<file path="src/rtl/core/assert_macros.svh">
// Assertion macros for the top level of the window mean speller.
`ifndef ASSERT_MACROS_SVH
`define ASSERT_MACROS_SVH

// Check a property on every rising edge of clk, off while arst_n is low.
`define FWMS_ASSERT(label, prop, msg) \
	label: assert property (@(posedge clk) disable iff (!arst_n) prop) \
		else $error(msg);

// Check that a condition never holds.
`define FWMS_ASSERT_NEVER(label, cond, msg) \
	`FWMS_ASSERT(label, !(cond), msg)

`endif

</file>
<file path="src/rtl/core/fwms_pkg.sv">
// Package: widths, register indexes, state type and pitch tables of the speller.
package fwms_pkg;

	localparam int WINDOW_DEPTH = 1024;
	localparam int PTR_W        = $clog2(WINDOW_DEPTH);
	localparam int CNT_W        = $clog2(WINDOW_DEPTH + 1);

	localparam int CODE_W    = 6;
	localparam int TIME_W    = 32;
	localparam int FIFTH_W   = 6;
	localparam int MEAN_W    = 14;
	localparam int BIAS_W    = 2;
	localparam int CFG_W     = 32;
	localparam int CFG_IDX_W = 2;

	localparam int CODE_SPAN   = 40;
	localparam int FIFTH_MAX   = 19;
	localparam int FRAC_W      = 8;
	localparam int SPREAD      = 6;
	localparam int BIAS_SCALE  = 3;
	localparam int BIAS_OFFSET = 10;

	localparam int SUM_W      = $clog2(FIFTH_MAX * WINDOW_DEPTH + 1) + 1;
	localparam int DVD_W      = SUM_W - 1 + FRAC_W;
	localparam int DIV_STEP_W = $clog2(DVD_W + 1);
	localparam int P_W        = 2 * CNT_W + 1;
	localparam int CMP_W      = 2 * CNT_W + 8;
	localparam int ENTRY_W    = FIFTH_W + TIME_W;

	localparam logic [TIME_W-1:0] WINDOW_TICKS_RST = TIME_W'(1920);

	typedef logic signed [FIFTH_W-1:0] fifth_t;

	localparam fifth_t NO_FLAT_MIDDLE = -FIFTH_W'(4);

	typedef enum logic [CFG_IDX_W-1:0] {
		REG_WINDOW_TICKS  = 2'd0,
		REG_SPELLING_MODE = 2'd1,
		REG_START_BIAS    = 2'd2
	} cfg_reg_t;

	typedef enum logic [3:0] {
		ST_IDLE,
		ST_DECODE,
		ST_TERM,
		ST_CMP,
		ST_OVF_RD,
		ST_OVF_DROP,
		ST_WRITE,
		ST_EV_RD,
		ST_EV_CHK,
		ST_DIV_START,
		ST_DIV_WAIT,
		ST_OUT
	} fwms_state_t;

	function automatic logic code_unused(input logic [CODE_W-1:0] code);
		logic r;
		case (code)
			6'd5, 6'd11, 6'd22, 6'd28, 6'd34: r = 1'b1;
			default: r = 1'b0;
		endcase
		return r;
	endfunction

	function automatic fifth_t lof_of_code(input logic [CODE_W-1:0] code);
		fifth_t r;
		case (code)
			6'd0:  r = -6'sd14;
			6'd1:  r = -6'sd7;
			6'd2:  r = 6'sd0;
			6'd3:  r = 6'sd7;
			6'd4:  r = 6'sd14;
			6'd6:  r = -6'sd12;
			6'd7:  r = -6'sd5;
			6'd8:  r = 6'sd2;
			6'd9:  r = 6'sd9;
			6'd10: r = 6'sd16;
			6'd12: r = -6'sd10;
			6'd13: r = -6'sd3;
			6'd14: r = 6'sd4;
			6'd15: r = 6'sd11;
			6'd16: r = 6'sd18;
			6'd17: r = -6'sd15;
			6'd18: r = -6'sd8;
			6'd19: r = -6'sd1;
			6'd20: r = 6'sd6;
			6'd21: r = 6'sd13;
			6'd23: r = -6'sd13;
			6'd24: r = -6'sd6;
			6'd25: r = 6'sd1;
			6'd26: r = 6'sd8;
			6'd27: r = 6'sd15;
			6'd29: r = -6'sd11;
			6'd30: r = -6'sd4;
			6'd31: r = 6'sd3;
			6'd32: r = 6'sd10;
			6'd33: r = 6'sd17;
			6'd35: r = -6'sd9;
			6'd36: r = -6'sd2;
			6'd37: r = 6'sd5;
			6'd38: r = 6'sd12;
			6'd39: r = 6'sd19;
			default: r = 6'sd0;
		endcase
		return r;
	endfunction

	// Middle enharmonic candidate of the note's twelve-tone class.
	function automatic fifth_t middle_of_code(input logic [CODE_W-1:0] code);
		fifth_t r;
		case (code)
			6'd0, 6'd32, 6'd36:          r = -6'sd2;
			6'd1, 6'd33, 6'd37:          r = 6'sd5;
			6'd2, 6'd6, 6'd38:           r = 6'sd0;
			6'd3, 6'd7, 6'd39:           r = 6'sd7;
			6'd4, 6'd8, 6'd12:           r = 6'sd2;
			6'd9, 6'd13, 6'd17:          r = -6'sd3;
			6'd10, 6'd14, 6'd18:         r = 6'sd4;
			6'd15, 6'd19, 6'd23:         r = -6'sd1;
			6'd16, 6'd20, 6'd24:         r = 6'sd6;
			6'd21, 6'd25, 6'd29:         r = 6'sd1;
			6'd26, 6'd30:                r = -6'sd4;
			6'd27, 6'd31, 6'd35:         r = 6'sd3;
			default:                     r = 6'sd0;
		endcase
		return r;
	endfunction

	function automatic logic [PTR_W-1:0] ptr_next(input logic [PTR_W-1:0] p);
		logic [PTR_W-1:0] r;
		if (p == PTR_W'(WINDOW_DEPTH - 1)) begin
			r = '0;
		end else begin
			r = p + PTR_W'(1);
		end
		return r;
	endfunction

endpackage

</file>
<file path="src/rtl/core/fwms_div.sv">
// Restoring divider: one quotient bit per cycle for the Q8 window mean.
module fwms_div (
	input  logic                       clk,
	input  logic                       arst_n,
	input  logic                       start,
	input  logic [fwms_pkg::DVD_W-1:0] dividend,
	input  logic [fwms_pkg::CNT_W-1:0] divisor,
	output logic                       done,
	output logic [fwms_pkg::DVD_W-1:0] quotient
);
	import fwms_pkg::*;

	logic                  busy_q;
	logic                  done_q;
	logic [DIV_STEP_W-1:0] step_q;
	logic [CNT_W-1:0]      rem_q;
	logic [CNT_W-1:0]      dvs_q;
	logic [DVD_W-1:0]      work_q;

	logic [CNT_W:0]        trial;
	logic [CNT_W:0]        diff;
	logic                  fits;

	assign trial = {rem_q, work_q[DVD_W-1]};
	assign diff  = trial - {1'b0, dvs_q};
	assign fits  = trial >= {1'b0, dvs_q};

	always_ff @(posedge clk or negedge arst_n) begin
		if (!arst_n) begin
			busy_q <= 1'b0;
			done_q <= 1'b0;
			step_q <= '0;
		end else begin
			done_q <= 1'b0;
			if (start) begin
				busy_q <= 1'b1;
				step_q <= DIV_STEP_W'(DVD_W);
			end else if (busy_q) begin
				step_q <= step_q - DIV_STEP_W'(1);
				if (step_q == DIV_STEP_W'(1)) begin
					busy_q <= 1'b0;
					done_q <= 1'b1;
				end
			end
		end
	end

	always_ff @(posedge clk) begin
		if (start) begin
			rem_q  <= '0;
			dvs_q  <= divisor;
			work_q <= dividend;
		end else if (busy_q) begin
			rem_q  <= fits ? diff[CNT_W-1:0] : trial[CNT_W-1:0];
			work_q <= {work_q[DVD_W-2:0], fits};
		end
	end

	assign done     = done_q;
	assign quotient = work_q;
endmodule
</file>
<file path="config.mk">
export PLATFORM = sky130hd
export DESIGN_NAME = fwms_div
export DESIGN_NICKNAME = d
export VERILOG_FILES = /design/src/rtl/core/assert_macros.svh /design/src/rtl/core/fwms_pkg.sv /design/src/rtl/core/fwms_div.sv
export SDC_FILE = /design/constraint.sdc
export NUM_CORES = 1
export LEC_CHECK = 0
export ABC_AREA = 1
export BUFFER_PORTS_ARGS = -buffer_cell sky130_fd_sc_hd__buf_2
export CELL_PAD_IN_SITES_DETAIL_PLACEMENT = 0
export CELL_PAD_IN_SITES_GLOBAL_PLACEMENT = 2
export CORE_ASPECT_RATIO = 1.75
export CORE_MARGIN = 4
export CORE_UTILIZATION = 34
export DETAILED_ROUTE_END_ITERATION = 10
export PLACE_DENSITY_LB_ADDON = 0.1
export SETUP_SLACK_MARGIN = 0.4
export SYNTH_ARGS = -nofsm -noshare
export SYNTH_HDL_FRONTEND = slang
export SYNTH_SLANG_ARGS = --single-unit
</file>
<file path="constraint.sdc">
create_clock -name clk -period 5.8 [get_ports clk]
set_input_delay 1.16 -clock clk [delete_from_list [all_inputs] [get_ports clk]]
set_output_delay 1.16 -clock clk [all_outputs]
set_load 0.02 [all_outputs]
</file>
==> impl_metrics.csv <==
group,metric,value,unit
finish,antennaDiodeCount,0,
timing,worstMarginPinSlew,0.953,ns
timing,hold_viol,0,
floorplan,ios,61,
hold_path,hold_path_class,"register to register",
timing,max_freq,346,MHz
floorplan,rows,44,
yosys,synth_seq_area_share,49.2,%
finish,area_growth,19.1,%
clock_tree,cts_max_level,2,
yosys,synth-simple-area-share,32.6,%
pwr,p_per_area,389,nW/um^2
worst_setup_path,path_max_fanout,38,
timing,final_max_slew_viol_count,0,
placed_design,port_buffers,60,
worst_setup_path,cp.required,6.03,ns
clock_tree,cts_tree,"done",
yosys,synth_ff_type,"edfxtp_1",
routing,drc,0,
global_route,grt_overflow,0,
routing,drt.antenna.violating_nets,0,
yosys,ys_warn_count,0,
pwr,power.switching,469,uW
timing,relSlewSlack,36.3,%
pwr,p_int,867,uW
clock_tree,clk-insertion-delay-late,0.29,ns
timing,setup_total_negative_slack,0,ns
clock_tree,cts-root-buf,"clkbuf_16",
yosys,synth_xor_area_share,0.912,%
global_route,top_usage_layer,"met2",
pwr,power_frac_seq,36.6,%
worst_setup_path,start_kind,"input port",
worst_setup_path,reg2reg_setup_slack,3.13,ns
timing,finalCritPeriodShare,49.8,%
global_route,grt_max_degree,39,
routing,drt_iter0_drc,130,
yosys,yosys.area_share.adder,6.34,%
yosys,synth-seq-cells,52,
floorplan,die_w,77.6,um
clock_tree,clockBufferDepth,2,
routing,drt_pre_antenna_iters,4,
global_route,antenna_found_initial,0,
global_route,grt_usage,15.4,%
yosys,synthTopCellsByArea,"edfxtp_1, nand2_1, dfxtp_1",
worst_setup_path,end_kind,"register",
worst_setup_path,arrival,3.11,ns
placed_design,dp_hpwl,5.47,mm
yosys,syn_avg_cell_area,7.94,um^2
routing,routed_wl,7.22,mm
clock_tree,numCtsBuffers,5,
yosys,synth_top_family_by_area,"simple AND/OR/NAND/NOR gates",
pwr,ir_drop,0.244,mV
clock_tree,hold_buffers,0,
floorplan,die_y,130,um
floorplan,die_area,10100,um^2
finish,final_util,41.6,%
global_route,grt_pass1_vias,2483,
pwr,p_leak,0.00180,uW
pwr,p_total,1340,uW
finish,drive_above_1_share,18.5,%
run_status,status,"finished, final reports clean",
run,maxCapViolCount,0,
yosys,syn-num-nets,414,
timing,rsz0062_at_grt,"no",
routing,num_vias,2417,
floorplan,start_util,34.9,%
timing,finalCriticalPeriod,2.89,ns
floorplan,core_area,8260,um^2
yosys,synth.distinct_cells,30,
clock_tree,clock_sinks,52,
global_route,grt_first_pass_wirelength,11.9,mm
finish,final_nets,471,
global_route,use_met1,15.6,%
pwr,comb_power_share,34.8,%
yosys,synth_edf_count,34,
routing,avgRoutedWirePerCell,14.1,um
yosys,yosys.area.top_type_share,35.4,%
global_route,use_met2,30.4,%
yosys,async_flop_share,13.5,%
pwr,clock_power_share,28.6,%
yosys,synth_mux_area_share,0,%
clock_tree,cts_setup_buffers,0,
yosys,syn_inst,363,
global_route,grt.met3_usage,3.31,%
routing,detail_route.vias_per_cell,4.71,
yosys,synth-compound-area-share,1.61,%
pwr,p_sw_share,35.1,%
clock_tree,path_clk_slew,0.07,ns
yosys,synth_area,2880,um^2
timing,skew,0.00696,ns
timing,setup_violations,0,
clock_tree,cts_resized,0,
worst_setup_path,worst-setup-path-type,"input port to register",
placed_design,place.gp.congestion,0.758,
yosys,yosys.area.top_type,"edfxtp_1",
==> worst max-delay path: stages <==
cell	delay [ns]
buf_2	0.59
clkinv_1	0.84
nand4_1	0.37
inv_1	0.06
nor2_1	0.08
==> cells in the mapped netlist, types with 2 or more instances <==
| master | count |
|---|---|
| a21oi_1 | 4 |
| buf_2 | 4 |
| buf_6 | 2 |
| clkbuf_1 | 4 |
| dfrtp_1 | 7 |
| dfxtp_1 | 11 |
| edfxtp_1 | 34 |
| ha_1 | 13 |
| inv_1 | 53 |
| inv_2 | 2 |
| nand2_1 | 143 |
| nand2_2 | 3 |
| nand3_1 | 33 |
| nand4_1 | 15 |
| nor2_1 | 17 |
| nor3_1 | 2 |
| o21ai_0 | 2 |
| xnor2_1 | 2 |
==> sequential cells by signal (all words and copies together) (netlist names) <==
name,count
busy_q,1
done,1
dvs_q,11
quotient,23
step_q,5
rem_q,11
==> metrics by stage <==
step	instances	area, um^2	hold WS [ns]	worst slack [ns]
floorplan	363	2880	0.440	3.30
CTS	513	3430	0.471	2.84
global placement	505	3240	0.457	2.56
detailed placement	505	3240	0.460	2.54
finish	513	3430	0.469	2.91
global route	513	3430	0.485	2.63
==> cells by family (layout without fill, tap and decap cells) <==
family | Yosys count | after routing
AO/OA/AOI/OAI | 8 | 8
XOR/XNOR | 3 | 3
adder cells (fa/ha/maj) | 14 | 14
buffers and inverters | 67 | 125
flip-flops | 52 | 52
AND/OR/NAND/NOR | 219 | 219
==> power groups by stage <==
stage               combinational [uW]  clock, uW  sequential, uW
finish                             465        382             489
global route                       534        411             495
CTS                                473        394             490
detailed placement                 471          0             497
global placement                   472          0             499
floorplan                          340          0             510
==> worst paths after layout <==
kind                               from         to  cells after the start
max                               start     busy_q                      5
max in group asynchronous        arst_n  step_q[0]                      1
max reg2reg                quotient[22]   rem_q[8]                     11
min in group asynchronous        arst_n       done                      1
min                           rem_q[10]  rem_q[10]                      2
min reg2reg                   rem_q[10]  rem_q[10]                      2
==> per-layer routing <==
layer  vias to the layer above  share of wire (%)
li1                       1272                  -
met1                      1097                 40
met2                        42                 55
met3                         6                4.0
met4                         0                1.6
met5                         -                  0
==> final cells by class <==
cell class | instances | area [um^2]
inverter | 56 | 210
multi-input combinational | 244 | 1190
timing repair buffer | 61 | 308
clock inverter | 2 | 60.1
sequential | 52 | 1420
clock buffer | 6 | 129
fill | 854 | 4830
tap | 92 | 115
==> placed cells by master (no fill, tap or decap), drive strengths merged <==
cell type | netlist | layout
nand2 | 146 | 146
buf | 7 | 61
inv | 55 | 55
edfxtp | 34 | 34
nand3 | 34 | 34
nor2 | 18 | 18
nand4 | 16 | 16
ha | 13 | 13
dfxtp | 11 | 11
dfrtp | 7 | 7
clkbuf | 4 | 6
a21oi | 5 | 5
xnor2 | 2 | 2
nor3 | 2 | 2
o21ai | 2 | 2
bufinv | 0 | 2
clkinv | 1 | 1
or2 | 1 | 1
and2 | 1 | 1
xor2 | 1 | 1
nor4 | 1 | 1
a22oi | 1 | 1
fa | 1 | 1
Power figures use the tool's default switching activity.
