**config.mk**
```make
export PLATFORM = sky130hd
export DESIGN_NAME = fwms_ram
export DESIGN_NICKNAME = d
export VERILOG_FILES = /design/src/rtl/core/assert_macros.svh /design/src/rtl/core/fwms_ram.sv
export SDC_FILE = /design/constraint.sdc
export NUM_CORES = 1
export LEC_CHECK = 0
export BUFFER_PORTS_ARGS = -buffer_cell sky130_fd_sc_hd__buf_2
export CAP_MARGIN = 0
export CELL_PAD_IN_SITES_DETAIL_PLACEMENT = 0
export CELL_PAD_IN_SITES_GLOBAL_PLACEMENT = 1
export CORE_UTILIZATION = 35
export CTS_BUF_LIST = sky130_fd_sc_hd__clkbuf_4 sky130_fd_sc_hd__clkbuf_8
export DETAILED_ROUTE_END_ITERATION = 7
export GPL_TIMING_DRIVEN = 0
export PLACE_DENSITY = 0.69
export SYNTH_ARGS = -nofsm -noshare
export SYNTH_HDL_FRONTEND = slang
export SYNTH_SLANG_ARGS = --single-unit
```
**constraint.sdc**
```tcl
create_clock -name clk -period 2.1 [get_ports clk]
set_clock_uncertainty 0.05 [all_clocks]
set_input_delay 0.63 -clock clk [delete_from_list [all_inputs] [get_ports clk]]
set_output_delay 0.63 -clock clk [all_outputs]
set_load 0.05 [all_outputs]
```
**src/rtl/core/assert_macros.svh**
```systemverilog
// Assertion macros for the top level of the window mean speller.
`ifndef ASSERT_MACROS_SVH
`define ASSERT_MACROS_SVH

// Check a property on every rising edge of clk, off while arst_n is low.
`define FWMS_ASSERT(label, prop, msg) \
	label: assert property (@(posedge clk) disable iff (!arst_n) prop) \
		else $error(msg);

// Check that a condition never holds.
`define FWMS_ASSERT_NEVER(label, cond, msg) \
	`FWMS_ASSERT(label, !(cond), msg)

`endif

```
**src/rtl/core/fwms_ram.sv**
```systemverilog
// Generic single-port-write, single-port-read RAM with registered read data.
module fwms_ram #(
	parameter int WIDTH = 8,
	parameter int DEPTH = 16
) (
	input  logic                     clk,
	input  logic                     we,
	input  logic [$clog2(DEPTH)-1:0] waddr,
	input  logic [WIDTH-1:0]         wdata,
	input  logic [$clog2(DEPTH)-1:0] raddr,
	output logic [WIDTH-1:0]         rdata
);
	logic [WIDTH-1:0] mem [DEPTH];
	logic [WIDTH-1:0] rdata_q;

	always_ff @(posedge clk) begin
		if (we) begin
			mem[waddr] <= wdata;
		end
		rdata_q <= mem[raddr];
	end

	assign rdata = rdata_q;
endmodule

```
==> flow_summary_export.csv, run 1 <==
group,metric,value,unit
detailed_routing,drt_first_iter_violations,174,
global_routing,grt_max_degree,17,
global_routing,gr-total-overflow,0,
global_routing,grt_pass1_vias,2350,
job,drv_cap,0,
die,die_h,123,um
finish,area_growth,14.2,%
detailed_routing,drc,0,
sta,tightest_slew,1.28,ns
placement,routabilityCongestion,0.684,
critical_path,cp.arrival,1.92,ns
pwr,peakVddDrop,0.415,mV
sta,slew_headroom,13.8,%
clock_tree,cts_setup_buffers,0,
clock_tree,tritoncts,"yes",
pwr,powerDensity,918,mW/mm^2
yosys,yosysWarnings,0,
global_routing,grt_first_pass_wirelength,14.6,mm
sta,max_freq,523,MHz
clock_tree,clk_latency,0.44,ns
critical_path,critPathLaunchType,"input port",
yosys,syn_inst,229,
critical_path,reg2reg_setup_slack,0.64,ns
die,dieArea,0.0152,mm^2
critical_path,regToRegEndpoint,"rdata[2]$_DFF_P_",
hold_path,hp-class,"input port to flip-flop",
sta,finalSetupViolCount,0,
finish,drive_above_1_share,30.3,%
critical_path,reg2reg_from,"mem[5][2]$_DFFE_PP_",
sta,hold_viol,0,
clock_tree,hold_buffers,0,
clock_tree,htree_num_levels,4,
global_routing,antenna_found_initial,2,
critical_path,path_buf_inv,1,
placement,dp_hpwl,6.27,mm
clock_tree,root_buffer,"clkbuf_8",
detailed_routing,drt_pass1_iterations,5,
detailed_routing,wl_per_cell,21.4,um
die,num_rows,43,
sta,setup_slack,0.187,ns
detailed_routing,via_per_inst,5.03,
die,initial_core_util,36.5,%
detailed_routing,wirelength,9.94,mm
clock_tree,cts_resized,0,
clock_tree,cts_buffer_depth,2,
placement,pre_cts_slack,-0.440,ns
detailed_routing,ant_nets,0,
clock_tree,cts_made_buffers,17,
global_routing,grtUsageTotal,14.7,%
sta,period_minus_slack,1.91,ns
yosys,syn-num-nets,247,
critical_path,worstSetupPathType,"input port to flip-flop",
status,status,"finished, final reports clean",
yosys,seq_area_frac_synth,77.8,%
yosys,syn-cell-area,0.00515,mm^2
clock_tree,clock_sinks,136,
sta,final-max-slew-violation-count,0,
die,die_w,123,um
finish,fillers,1267,
clock_tree,clk_pin_slew,0.07,ns
hold_path,hp-start,"wdata[0]",
yosys,synth_cell_types,19,
critical_path,critPathTopFamily,"simple AND/OR/NAND/NOR gates",
sta,rsz0062_at_grt,"no",
critical_path,crit_chain,"buf_2 -> or3b_2 -> nor2_1",
hold_path,min_to,"mem[0][0]$_DFFE_PP_",
finish,multi_input_area,0.00107,mm^2
critical_path,critical_path.max_fanout,8,
critical_path,max_stage_delay,0.65,ns
critical_path,cpMaxStageDelayCell,"nor2_1",
die,core_area,0.0141,mm^2
critical_path,required,2.11,ns
finish,layout.nets,290,
die,pin_count,26,
detailed_routing,vias,2339,
yosys,ys_ff_latch,136,
yosys,syn_avg_cell_area,22.5,um^2
sta,fin_tns_setup,0,ns
finish,seqCellArea,0.00400,mm^2
pwr,leakagePower,1.94,nW
sta,fin_crit_sh,91.1,%
finish,postLayoutCoreUtil,41.7,%
critical_path,crit_path_end_kind,"flip-flop",
critical_path,reg2reg_depth,3,
hold_path,min_path_cells,1,
placement,portBuffers,24,
==> cells in the final DEF (no fill, tap or decap), drive strengths merged, types with 2 or more instances in the layout <==
master | synthesis | routed
edfxtp | 128 | 128
mux4 | 32 | 32
buf | 7 | 31
clkbuf | 0 | 27
a22oi | 16 | 16
nor2 | 13 | 13
nand2 | 9 | 9
dfxtp | 8 | 8
nor3 | 4 | 4
clkdlybuf4s25 | 3 | 3
clkinv | 0 | 3
nand3b | 2 | 2
nand2b | 2 | 2
==> flip-flops by register name, summed over array words and instances, names as in the netlist <==
name   flops
mem      128
rdata      8
==> layer usage <==
layer / track usage (%) / up-vias / routed length [um]
met5: 0 / - / 8
met4: 5.20 / 2 / 119
met3: 6.09 / 12 / 744
met2: 22.0 / 64 / 4840
met1: 19.2 / 1208 / 4220
li1: - / 1053 / -
==> power breakdown <==
part | switching, mW | internal [mW]
Clock | 0.889 | 1.11
Sequential | 0.0130 | 3.03
Combinational | 0.230 | 0.121
Total | 1.13 | 4.26
==> cell usage after synthesis, drive strengths merged <==
library cell / count / area, um^2
nand3b: 2 / 15.0
nand2: 9 / 33.8
mux4: 32 / 773
nand2b: 2 / 12.5
nor3: 4 / 20.0
nor2: 13 / 48.8
nor2b: 1 / 6.26
and2: 1 / 6.26
nand3: 1 / 5.00
and2b: 1 / 7.51
or3b: 1 / 8.76
buf: 7 / 56.3
edfxtp: 128 / 3840
dfxtp: 8 / 160
clkdlybuf4s25: 3 / 30.0
a22oi: 16 / 120
==> stage by stage <==
stage | power, mW | instance area [um^2] | hold slack [ns] | instances
5_1_grt | 5.58 | 5880 | 0.518 | 465
4_1_cts | 5.44 | 5870 | 0.515 | 464
6_report | 5.40 | 5880 | 0.537 | 465
3_3_place_gp | 3.45 | 5500 | 0.610 | 433
2_1_floorplan | 3.32 | 5150 | 0.579 | 229
3_5_place_dp | 3.46 | 5500 | 0.632 | 433
==> area by class of cell <==
class	count	share of cell area, %
Antenna cell	1	0.0426
Buffer	10	1.47
Clock buffer	27	5.58
Clock inverter	4	0.766
Multi-Input combinational cell	83	18.2
Sequential cell	136	68.1
Tap cell	180	3.83
Timing Repair Buffer	24	2.04
==> worst max path at each step <==
stage | start | end | slack, ns | cells past startpoint
finish | waddr[2] | mem[1][6]$_DFFE_PP_ | 0.19 | 3
global placement | waddr[3] | mem[4][2]$_DFFE_PP_ | -0.32 | 3
detailed placement | waddr[2] | mem[8][2]$_DFFE_PP_ | -0.44 | 3
global route | waddr[3] | mem[4][1]$_DFFE_PP_ | 0.07 | 3
floorplan | waddr[2] | mem[3][0]$_DFFE_PP_ | 0.15 | 2
CTS | waddr[2] | mem[8][4]$_DFFE_PP_ | 0.04 | 3
==> worst reg2reg max path, stage by stage, from the launching register on <==
cell and delay [ns]:
edfxtp_1 0.34, mux4_1 0.59, a22oi_1 0.28, nand2_1 0.08
==> logic make-up after synthesis <==
group	Yosys count	synth area share [%]
flops	136	77.8
buf+inv	10	1.68
compound gates	16	2.33
mux	32	15.0
simple gates	35	3.18
Power figures use the tool's default switching activity.
==> run 2, diff against run 1 <==
--- a/config.mk
+++ b/config.mk
@@ -5,15 +5,15 @@
 export SDC_FILE = /design/constraint.sdc
 export NUM_CORES = 1
 export LEC_CHECK = 0
-export BUFFER_PORTS_ARGS = -buffer_cell sky130_fd_sc_hd__buf_2
 export CAP_MARGIN = 0
 export CELL_PAD_IN_SITES_DETAIL_PLACEMENT = 0
 export CELL_PAD_IN_SITES_GLOBAL_PLACEMENT = 1
 export CORE_UTILIZATION = 35
 export CTS_BUF_LIST = sky130_fd_sc_hd__clkbuf_4 sky130_fd_sc_hd__clkbuf_8
 export DETAILED_ROUTE_END_ITERATION = 7
+export DONT_BUFFER_PORTS = 1
 export GPL_TIMING_DRIVEN = 0
-export PLACE_DENSITY = 0.69
+export PLACE_DENSITY = 0.68
 export SYNTH_ARGS = -nofsm -noshare
 export SYNTH_HDL_FRONTEND = slang
 export SYNTH_SLANG_ARGS = --single-unit
==> flow_summary_export.csv, run 2 (same netlist as run 1, synthesis figures left out) <==
group,metric,value,unit
status,status,"finished, final reports clean",
detailed_routing,drc,0,
die,pin_count,26,
finish,instances_no_fill,441,
pwr,leakagePower,1.84,nW
critical_path,reg2reg_from,"mem[5][3]$_DFFE_PP_",
critical_path,endpoint,"mem[8][1]$_DFFE_PP_",
sta,period_minus_slack,1.87,ns
clock_tree,clk_latency,0.44,ns
critical_path,crit_path_end_kind,"flip-flop",
job,drv_cap,0,
die,core_area,0.0141,mm^2
sta,slew_headroom,13.6,%
critical_path,regToRegEndpoint,"rdata[3]$_DFF_P_",
detailed_routing,wirelength,9.79,mm
global_routing,grt_first_pass_wirelength,14.6,mm
global_routing,grt_pass1_vias,2357,
finish,final_cell_mix,"edfxtp_1 (128), mux4_2 (18), clkbuf_8 (17)",
detailed_routing,wl_per_cell,22.2,um
clock_tree,clk_pin_slew,0.08,ns
finish,layout.nets,266,
clock_tree,clock_sinks,136,
global_routing,gr-total-overflow,0,
sta,tightest_slew,1.29,ns
critical_path,critPathTopFamily,"simple AND/OR/NAND/NOR gates",
clock_tree,cts_setup_buffers,0,
sta,rsz0062_at_grt,"no",
clock_tree,root_buffer,"clkbuf_8",
clock_tree,tritoncts,"yes",
critical_path,max_stage_delay,0.99,ns
detailed_routing,drt_pass1_iterations,4,
sta,finalSetupViolCount,0,
finish,area_growth,12.1,%
clock_tree,cts_made_buffers,17,
clock_tree,cts_resized,0,
critical_path,critical_path.max_fanout,8,
critical_path,path_depth,2,
critical_path,required,2.09,ns
placement,dp_cells,409,
global_routing,grt_max_degree,17,
sta,hold_viol,0,
placement,place_area,0.00538,mm^2
critical_path,worstSetupPathType,"input port to flip-flop",
pwr,peakVddDrop,0.437,mV
clock_tree,htree_num_levels,4,
sta,final-max-slew-violation-count,0,
critical_path,cp.arrival,1.86,ns
finish,largest_register,"mem",
clock_tree,cts_buffer_depth,2,
placement,dp_hpwl,6.15,mm
die,dieArea,0.0152,mm^2
global_routing,antenna_found_initial,0,
critical_path,critPathLaunchType,"input port",
critical_path,cpMaxStageDelayCell,"nor3_1",
die,initial_core_util,36.5,%
detailed_routing,ant_nets,0,
hold_path,min_path_cells,0,
critical_path,crit_chain,"nand3b_1 -> nor3_1",
global_routing,grtUsageTotal,14.5,%
finish,final_common_cell,"edfxtp_1",
die,num_rows,43,
sta,fin_crit_sh,88.9,%
placement,routabilityCongestion,0.712,
critical_path,reg2reg_setup_slack,0.65,ns
die,die_h,123,um
finish,diodes,0,
detailed_routing,vias,2267,
pwr,powerDensity,943,mW/mm^2
detailed_routing,drt_first_iter_violations,202,
detailed_routing,via_per_inst,5.14,
critical_path,reg2reg_depth,3,
clock_tree,hold_buffers,0,
finish,fin_area,0.00577,mm^2
critical_path,path_buf_inv,0,
sta,max_freq,536,MHz
hold_path,hp-class,"input port to flip-flop",
die,die_w,123,um
finish,drive_above_1_share,23.4,%
critical_path,critPathLaunch,"waddr[2]",
placement,portBuffers,0,
finish,largest_register_ffs,128,
## run 2: layout make-up
class | instances | area [um^2]
Sequential cell | 136 | 4000
Tap cell | 180 | 225
Clock buffer | 19 | 249
Fill cell | 1263 | 8320
Multi-Input combinational cell | 83 | 1060
Clock inverter | 13 | 145
Buffer | 10 | 86.3
## run 2: power by group
group | internal [mW] | switching, mW
combinational | 0.0982 | 0.112
clock | 1.09 | 1.03
sequential | 3.03 | 0.0794
## run 2: routing by layer
| layer | vias up | track usage [%] | share of wire (%) |
|---|---|---|---|
| li1 | 1013 | - | - |
| met1 | 1171 | 19.2 | 44 |
| met2 | 70 | 22.0 | 47 |
| met3 | 13 | 5.58 | 7.7 |
| met4 | 0 | 4.74 | 1.4 |
| met5 | - | 0 | 0 |
## run 2: how the worst min path moves through the flow
| stage | from | to |
|---|---|---|
| after CTS | wdata[7] | mem[15][7]$_DFFE_PP_ |
| after global routing | wdata[7] | mem[15][7]$_DFFE_PP_ |
| after floorplan | mem[7][0]$_DFFE_PP_ | rdata[0]$_DFF_P_ |
| after detailed placement | mem[10][7]$_DFFE_PP_ | rdata[7]$_DFF_P_ |
| after global placement | mem[11][1]$_DFFE_PP_ | rdata[1]$_DFF_P_ |
| final | wdata[5] | mem[1][5]$_DFFE_PP_ |
## run 2: stage by stage
step / util (%) / hold WS [ns] / TNS (ns) / setup slack, ns / power, mW
6_report: 40.9 / 0.233 / 0 / 0.233 / 5.44
5_1_grt: 40.9 / 0.193 / 0 / 0.134 / 5.61
4_1_cts: 40.9 / 0.210 / 0 / 0.156 / 5.48
3_5_place_dp: 38.2 / 0.630 / -10.18 / -0.303 / 3.39
3_3_place_gp: 38.2 / 0.621 / -8.95 / -0.270 / 3.38
2_1_floorplan: - / 0.579 / 0 / 0.154 / 3.32
==> run 3, diff against run 2 <==
--- a/config.mk
+++ b/config.mk
@@ -13,7 +13,7 @@
 export DETAILED_ROUTE_END_ITERATION = 7
 export DONT_BUFFER_PORTS = 1
 export GPL_TIMING_DRIVEN = 0
-export PLACE_DENSITY = 0.68
+export PLACE_DENSITY = 0.58
 export SYNTH_ARGS = -nofsm -noshare
 export SYNTH_HDL_FRONTEND = slang
 export SYNTH_SLANG_ARGS = --single-unit
==> flow_summary_export.csv, run 3 (same netlist as run 1, synthesis figures left out) <==
group,metric,value,unit
die,core_area,0.0141,mm^2
placement,portBuffers,0,
clock_tree,cts_buffer_depth,2,
clock_tree,htree_num_levels,4,
critical_path,path_buf_inv,0,
detailed_routing,via_per_inst,5.03,
job,drv_cap,0,
pwr,peakVddDrop,0.445,mV
detailed_routing,wl_met2,4.77,mm
pwr,leakagePower,1.86,nW
clock_tree,hold_buffers,0,
status,status,"finished, final reports clean",
detailed_routing,drt_pass1_iterations,4,
placement,dp_hpwl,6.17,mm
die,die_h,123,um
detailed_routing,maxUsedRoutingLayer,"met4",
detailed_routing,met3_length,687,um
sta,slew_headroom,37.7,%
clock_tree,root_buffer,"clkbuf_8",
critical_path,reg2reg_depth,3,
clock_tree,cts_setup_buffers,0,
critical_path,critPathTopFamily,"simple AND/OR/NAND/NOR gates",
finish,final_common_cell,"edfxtp_1",
sta,period_minus_slack,1.86,ns
detailed_routing,wirelength,9.85,mm
finish,largest_register_ffs,128,
finish,fillers,1252,
hold_path,min_path_cells,0,
finish,postLayoutCoreUtil,41.2,%
finish,drive_above_1_share,23.8,%
global_routing,antenna_found_initial,0,
finish,layout.nets,266,
die,initial_core_util,36.5,%
global_routing,grtUsageTotal,14.6,%
global_routing,grt_first_pass_wirelength,14.4,mm
global_routing,grt_pass1_vias,2346,
sta,max_freq,538,MHz
clock_tree,cts_resized,0,
critical_path,reg2reg_from,"mem[11][0]$_DFFE_PP_",
critical_path,max_stage_delay,0.71,ns
pwr,powerDensity,956,mW/mm^2
detailed_routing,wl_met1,4.27,mm
detailed_routing,drt_first_iter_violations,241,
global_routing,gr-total-overflow,0,
sta,finalSetupViolCount,0,
die,num_rows,43,
pwr,total_power,5.55,mW
critical_path,reg2reg_setup_slack,0.65,ns
finish,largest_register,"mem",
critical_path,cp.arrival,1.86,ns
clock_tree,clock_sinks,136,
hold_path,hp-start,"wdata[0]",
finish,final_cell_mix,"edfxtp_1 (128), mux4_2 (18), clkbuf_8 (17)",
critical_path,worstSetupPathType,"input port to flip-flop",
critical_path,crit_chain,"or3b_2 -> nor2_1",
die,dieArea,0.0152,mm^2
finish,diodes,0,
critical_path,critPathLaunchType,"input port",
critical_path,crit_path_end_kind,"flip-flop",
critical_path,critical_path.max_fanout,8,
sta,tightest_slew,0.931,ns
die,die_w,123,um
detailed_routing,vias,2214,
detailed_routing,ant_nets,0,
detailed_routing,drc,0,
sta,final-max-slew-violation-count,0,
detailed_routing,wl_per_cell,22.4,um
clock_tree,clk_latency,0.43,ns
sta,rsz0062_at_grt,"no",
hold_path,min_to,"mem[13][0]$_DFFE_PP_",
finish,area_growth,12.8,%
clock_tree,tritoncts,"yes",
critical_path,regToRegEndpoint,"rdata[0]$_DFF_P_",
critical_path,cpMaxStageDelayCell,"nor2_1",
hold_path,hp-class,"input port to flip-flop",
clock_tree,cts_made_buffers,17,
sta,fin_crit_sh,88.5,%
sta,hold_viol,0,
global_routing,grt_max_degree,17,
die,pin_count,26,
placement,routabilityCongestion,0.704,
critical_path,required,2.10,ns
clock_tree,clk_pin_slew,0.07,ns
==> run 3: cell types whose count changed in the layout (fill, tap and decap cells not counted) <==
cell / delta
clkinv_4: -4
clkinv_2: +3
inv_6: -3
nor3_1: -3
nor3_2: +3
bufinv_16: +2
clkbuf_4: +1
clkinv_1: +1
clkinvlp_4: -1
==> run 3: cell type report <==
type                            instances  area, um^2  share of cell area [%]
Clock inverter                         11         155                    2.67
Buffer                                 10        86.3                    1.49
Sequential cell                       136        4000                    69.0
Multi-Input combinational cell         83        1080                    18.6
Tap cell                              180         225                    3.88
Clock buffer                           20         256                    4.42
==> run 3: how the worst max path moves through the flow <==
stage,to,slack [ns],startpoint,depth (start not counted)
finish,mem[2][3]$_DFFE_PP_,0.24,waddr[2],2
global route,mem[3][1]$_DFFE_PP_,0.18,waddr[2],2
CTS,mem[4][1]$_DFFE_PP_,0.18,waddr[3],2
detailed placement,mem[4][3]$_DFFE_PP_,-0.29,waddr[3],2
global placement,mem[8][1]$_DFFE_PP_,-0.34,waddr[2],2
floorplan,mem[3][0]$_DFFE_PP_,0.15,waddr[2],2
==> run 3: power by group <==
| group | switching, mW | internal [mW] | total, mW |
|---|---|---|---|
| Combinational | 0.107 | 0.0980 | 0.205 |
| Sequential | 0.0793 | 3.03 | 3.11 |
| Clock | 0.923 | 1.31 | 2.23 |
| Total | 1.11 | 4.44 | 5.55 |
==> run 3: through the flow <==
| step | hold slack, ns | worst slack (ns) | cells | setup TNS, ns | cell area (um^2) |
|---|---|---|---|---|---|
| 2_1_floorplan | 0.579 | 0.154 | 229 | 0 | 5150 |
| 3_3_place_gp | 0.617 | -0.337 | 409 | -14.35 | 5380 |
| 3_5_place_dp | 0.619 | -0.287 | 409 | -9.57 | 5390 |
| 4_1_cts | 0.208 | 0.179 | 440 | 0 | 5800 |
| 5_1_grt | 0.203 | 0.182 | 440 | 0 | 5800 |
| 6_report | 0.239 | 0.243 | 440 | 0 | 5800 |
==> run 3: layer usage <==
layer	track usage [%]	vias to the layer above
met1	19.1	1131
met2	22.1	66
met3	5.03	9
li1	-	1008
met5	0	-
met4	6.10	0
